==> src/hdl/plf_pkg.sv <==
`timescale 1ns / 1ps
// ----------------------------------------------------------------------------
// plf_pkg: shared types and helpers for the particle leapfrog integrator
// Fixed-point widths, mode codes, queue item layout and saturation helpers.
// ----------------------------------------------------------------------------
package plf_pkg;

    localparam int PARTICLES_DEF = 1024;
    localparam int FIX_W         = 32;
    localparam int IDX_W         = 10;
    localparam int DT_W          = 16;
    localparam int NUM_W         = 48;
    localparam logic [DT_W-1:0] TIME_STEP_RST = 16'd655;

    typedef enum logic [1:0] {
        MODE_LOAD  = 2'd0,
        MODE_FORCE = 2'd1,
        MODE_INTEG = 2'd2,
        MODE_VEL   = 2'd3
    } mode_t;

    typedef logic [2:0][FIX_W-1:0] vec3_t;

    typedef struct packed {
        mode_t             mode;
        logic [IDX_W-1:0]  particle;
        vec3_t             vec;
        vec3_t             load_vel;
        logic [FIX_W-1:0]  density;
    } plf_item_t;

    typedef struct packed {
        logic take;
        logic clearing;
    } plf_back_st_t;

    function automatic logic [FIX_W-1:0] sat32(input logic signed [49:0] v);
        if (v > 50'sd2147483647)
            return 32'h7fff_ffff;
        else if (v < -50'sd2147483648)
            return 32'h8000_0000;
        else
            return v[31:0];
    endfunction

    // signed quotient from magnitude and sign, clamped to 32 bits
    function automatic logic [FIX_W-1:0] quo_sat(input logic [NUM_W-1:0] q, input logic neg);
        if (neg)
            return (q > 48'd2147483648) ? 32'h8000_0000 : 32'(-q);
        else
            return (q > 48'd2147483647) ? 32'h7fff_ffff : q[31:0];
    endfunction

endpackage

==> src/hdl/plf_front.sv <==
`timescale 1ns / 1ps
// ----------------------------------------------------------------------------
// plf_front: input acceptance and decoupling queue
// Drops items with an out-of-range particle index, queues the rest.
// ----------------------------------------------------------------------------
module plf_front #(
    parameter int PARTICLES = plf_pkg::PARTICLES_DEF
) (
    input  logic                  clk,
    input  logic                  rst_n,
    input  logic                  push,
    output logic                  full,
    input  plf_pkg::plf_item_t    in_item,
    input  plf_pkg::plf_back_st_t back_st,
    output logic                  q_valid,
    output plf_pkg::plf_item_t    q_item
);
    import plf_pkg::*;

    plf_item_t  q_mem_reg [2];
    logic       rd_ptr_reg, rd_ptr_next;
    logic       wr_ptr_reg, wr_ptr_next;
    logic [1:0] cnt_reg, cnt_next;
    logic       in_range, enq, deq;

    assign in_range = {7'd0, in_item.particle} < 17'(PARTICLES);
    assign full     = back_st.clearing || (cnt_reg == 2'd2);
    assign enq      = push && !full && in_range;
    assign deq      = back_st.take;
    assign q_valid  = (cnt_reg != 2'd0);
    assign q_item   = q_mem_reg[rd_ptr_reg];

    always_comb
    begin
        rd_ptr_next = rd_ptr_reg ^ deq;
        wr_ptr_next = wr_ptr_reg ^ enq;
        cnt_next    = cnt_reg + 2'(enq) - 2'(deq);
    end

    always_ff @(posedge clk or negedge rst_n)
    begin
        if (!rst_n)
        begin
            rd_ptr_reg <= 1'b0;
            wr_ptr_reg <= 1'b0;
            cnt_reg    <= 2'd0;
        end
        else
        begin
            rd_ptr_reg <= rd_ptr_next;
            wr_ptr_reg <= wr_ptr_next;
            cnt_reg    <= cnt_next;
        end
    end

    always_ff @(posedge clk)
    begin
        if (enq)
            q_mem_reg[wr_ptr_reg] <= in_item;
    end

endmodule

==> config.mk <==
export PLATFORM = sky130hd
export DESIGN_NAME = plf_front
export DESIGN_NICKNAME = d
export VERILOG_FILES = /design/src/hdl/plf_pkg.sv /design/src/hdl/plf_front.sv
export SDC_FILE = /design/constraint.sdc
export NUM_CORES = 1
export LEC_CHECK = 0
export ABC_CLOCK_PERIOD_IN_PS = 7260
export BUFFER_PORTS_ARGS = -buffer_cell sky130_fd_sc_hd__clkbuf_2
export CORE_ASPECT_RATIO = 1.1
export CORE_MARGIN = 8
export CORE_UTILIZATION = 47
export CTS_CLUSTER_SIZE = 28
export DETAILED_ROUTE_END_ITERATION = 10
export PLACE_DENSITY = 0.86
export SLEW_MARGIN = 10
export SYNTH_ARGS = -nofsm -noshare
export SYNTH_HDL_FRONTEND = slang
export SYNTH_SLANG_ARGS = --single-unit
export TNS_END_PERCENT = 30
==> constraint.sdc <==
create_clock -name clk -period 7.26 [get_ports clk]
set_clock_uncertainty 0.1 [all_clocks]
set_input_delay 1.452 -clock clk [delete_from_list [all_inputs] [get_ports clk]]
set_output_delay 1.452 -clock clk [all_outputs]
set_load 0.02 [all_outputs]
==> impl_metrics.csv <==
group,metric,value,unit
timing,worstMarginPinSlew,938,ps
worst_hold_path,hold_start,"cnt_reg[1]$_DFF_PN0_",
cts,cts_setup_buffers,0,
timing,grt_setup_unrepaired,"no",
logic_synthesis,synth_area_leaders,"edfxtp_1, mux2_2, clkbuf_8",
setup_path,ff2ff_path_depth,4,
setup_path,r2r_start,"cnt_reg[1]$_DFF_PN0_",
layout,final_common_cell,"clkbuf_2",
logic_synthesis,syn_nets,998,
power,leakagePower,8.10,nW
placed_design,hpwlAfterDp,27500,µm
drt,drtAntennaViolNets,0,
power,pwr-share-seq,0.426,
cts,clk_latency,530,ps
layout,final_cell_mix,"clkbuf_2, edfxtp_1, mux2_2",
placed_design,placed_area,20200,µm²
timing,period_needed,4110,ps
cts,cts.clk_slew.worst_paths,60,ps
setup_path,crit_path_end_kind,"output pin",
setup_path,critPathArrivalTime,2560,ps
cts,cts_hold_buf,0,
grt,grt_max_degree,111,
floorplanning,die_area,43400,µm²
power,p_int,5.68,mW
floorplanning,dieHeight,218,µm
drt,drt_iter0_drc,440,
drt,vias,8930,
cts,cts-resized-gates,0,
grt,grt_pass1_vias,9835,
power,powerDensity,381,nW/µm²
setup_path,cpMaxStageDelayCell,"buf_4",
timing,final_max_slew_viol_count,0,
setup_path,critical_path_class,"flip-flop to output pin",
timing,final-setup-viol-count,0,
drt,routedWlPerCell,21.8,µm
layout,drive_above_1_share,0.612,
logic_synthesis,synth_warnings,0,
power,clkPwrFrac,0.276,
cts,root_buffer,"clkbuf_16",
cts,cts_tree,"built",
timing,max-slew-margin-rel,0.375,
cts,htreeDepth,2,
setup_path,cp_data_required_time,5710,ps
timing,fin_crit_sh,0.567,
drt,drc,0,
drt,routed_via_density,4.98,
power,p_sw_frac,0.312,
cts,cts_sinks,476,
logic_synthesis,yosysUniqueCellTypes,13,
setup_path,reg2reg_slack,4720,ps
layout,nets,1506,
cts,clockBufferDepth,3,
logic_synthesis,ys_seq_elements,476,
grt,antenna_found_initial,3,
floorplanning,io_pins,479,
setup_path,crit_fanout,68,
power,power.switching,2.57,mW
placed_design,place.gp.congestion,0.789,
floorplanning,coreArea,36900,µm²
worst_hold_path,min_to,"cnt_reg[1]$_DFF_PN0_",
worst_hold_path,hold_path.class,"flip-flop to flip-flop",
setup_path,critPathMaxStageDelay,730,ps
logic_synthesis,yosysTopAreaCell,"edfxtp_1",
floorplanning,initial_utilization,0.472,
logic_synthesis,yosysSeqAreaShare,0.821,
layout,area_growth,24.5,%
layout,largest_register_ff_count,472,
placed_design,port_buffers,478,
setup_path,start_kind,"flip-flop",
logic_synthesis,syn_area,17400,µm²
floorplanning,die-width,199,µm
timing,fmax,243,MHz
layout,finish.utilization,0.587,
power,peakVddDrop,313,µV
setup_path,path_cells,"buf_4, mux2_2, clkbuf_2",
job,drv_cap,0,
drt,postRouteWirelength,39100,µm
grt,grt_pass1_wl,56700,µm
layout,fill_cells,2662,
layout,regArea,14300,µm²
logic_synthesis,syn_area_per_cell,23.1,µm²
run_status,outcome,"completed",
layout,multi_input_area,2790,µm²
logic_synthesis,netlist.area_leader.share,0.815,
setup_path,rr_endpoint,"q_mem_reg[1][232]$_DFFE_PP_",
grt,grtUsageTotal,0.172,
worst_hold_path,hold_depth,1,
power,combPwrFrac,0.298,
timing,hold_viol_final,0,
timing,setup_tns,0,ps
cts,numCtsBuffers,45,
layout,design_area,21600,µm²
floorplanning,placement_rows,74,
logic_synthesis,syn_inst,753,
drt,drtPass1Iterations,5,
grt,overflow,0,
## metal layers
layer  GRT usage  wire length (µm)  up-vias
met4      0.0702              1440        2
met2       0.310             20300      370
met5           0                13        -
met1       0.187             13900     4448
met3      0.0489              3410       83
li1            -                 -     4027
## cells by family (layout without fill, tap and decap cells)
group,count (synthesis),after routing,synth area share
AND/OR/NAND/NOR,5,5,0.00201
XOR/XNOR,3,3,0.00151
adder cells (fa/ha/maj),4,4,0.00288
flip-flops,476,476,0.821
multiplexers,236,236,0.153
other,0,2,0
buffers and inverters,29,572,0.0202
## critical path, delay by kind of cell, from the launching register on
kind	cells	cell delay, ps
buf+inv	2	900
flops	1	600
mux	1	420
## cell type report
class                      instances  share of cell area
clock inverter                    28              0.0113
multi-input combinational        248               0.129
sequential                       476               0.659
timing repair buffer             487               0.115
tap                              494              0.0285
clock buffer                      54              0.0555
inverter                           3            0.000520
antenna                            2            0.000231
## Yosys cell counts
cell type / number
ha_1: 4
and3b_1: 1
nand2b_1: 2
mux2_2: 236
dfrtp_1: 4
inv_1: 3
clkbuf_8: 19
or2_2: 1
xnor2_1: 2
nand3b_1: 1
xor2_1: 1
buf_6: 7
edfxtp_1: 472
## metrics by stage
step / setup WS, ps / total power, mW / hold WS, ps / cells
after floorplan: -582 / 5.41 / 360 / 753
after global placement: 3690 / 5.99 / 386 / 1708
after detailed placement: 3660 / 6.05 / 406 / 1708
after CTS: 3110 / 8.34 / 414 / 1790
after global routing: 3040 / 8.55 / 442 / 1792
final: 3150 / 8.25 / 412 / 1792
## worst max path at each step
stage,startpoint,to,cells past startpoint
2_1_floorplan,back_st[0],q_mem_reg[1][0]$_DFFE_PP_,2
3_5_place_dp,back_st[0],q_mem_reg[1][34]$_DFFE_PP_,4
4_1_cts,rd_ptr_reg$_DFF_PN0_,q_item[74],3
5_1_grt,rd_ptr_reg$_DFF_PN0_,q_item[190],3
6_report,rd_ptr_reg$_DFF_PN0_,q_item[94],3
3_3_place_gp,back_st[0],q_mem_reg[1][35]$_DFFE_PP_,4
## power groups by stage
| stage | registers, mW | logic, mW | clock network [mW] |
|---|---|---|---|
| 6_report | 3.51 | 2.46 | 2.28 |
| 5_1_grt | 3.54 | 2.59 | 2.42 |
| 4_1_cts | 3.51 | 2.50 | 2.33 |
| 3_5_place_dp | 3.57 | 2.48 | 0 |
| 3_3_place_gp | 3.54 | 2.45 | 0 |
| 2_1_floorplan | 3.61 | 1.80 | 0 |
Power figures use the tool's default switching activity.
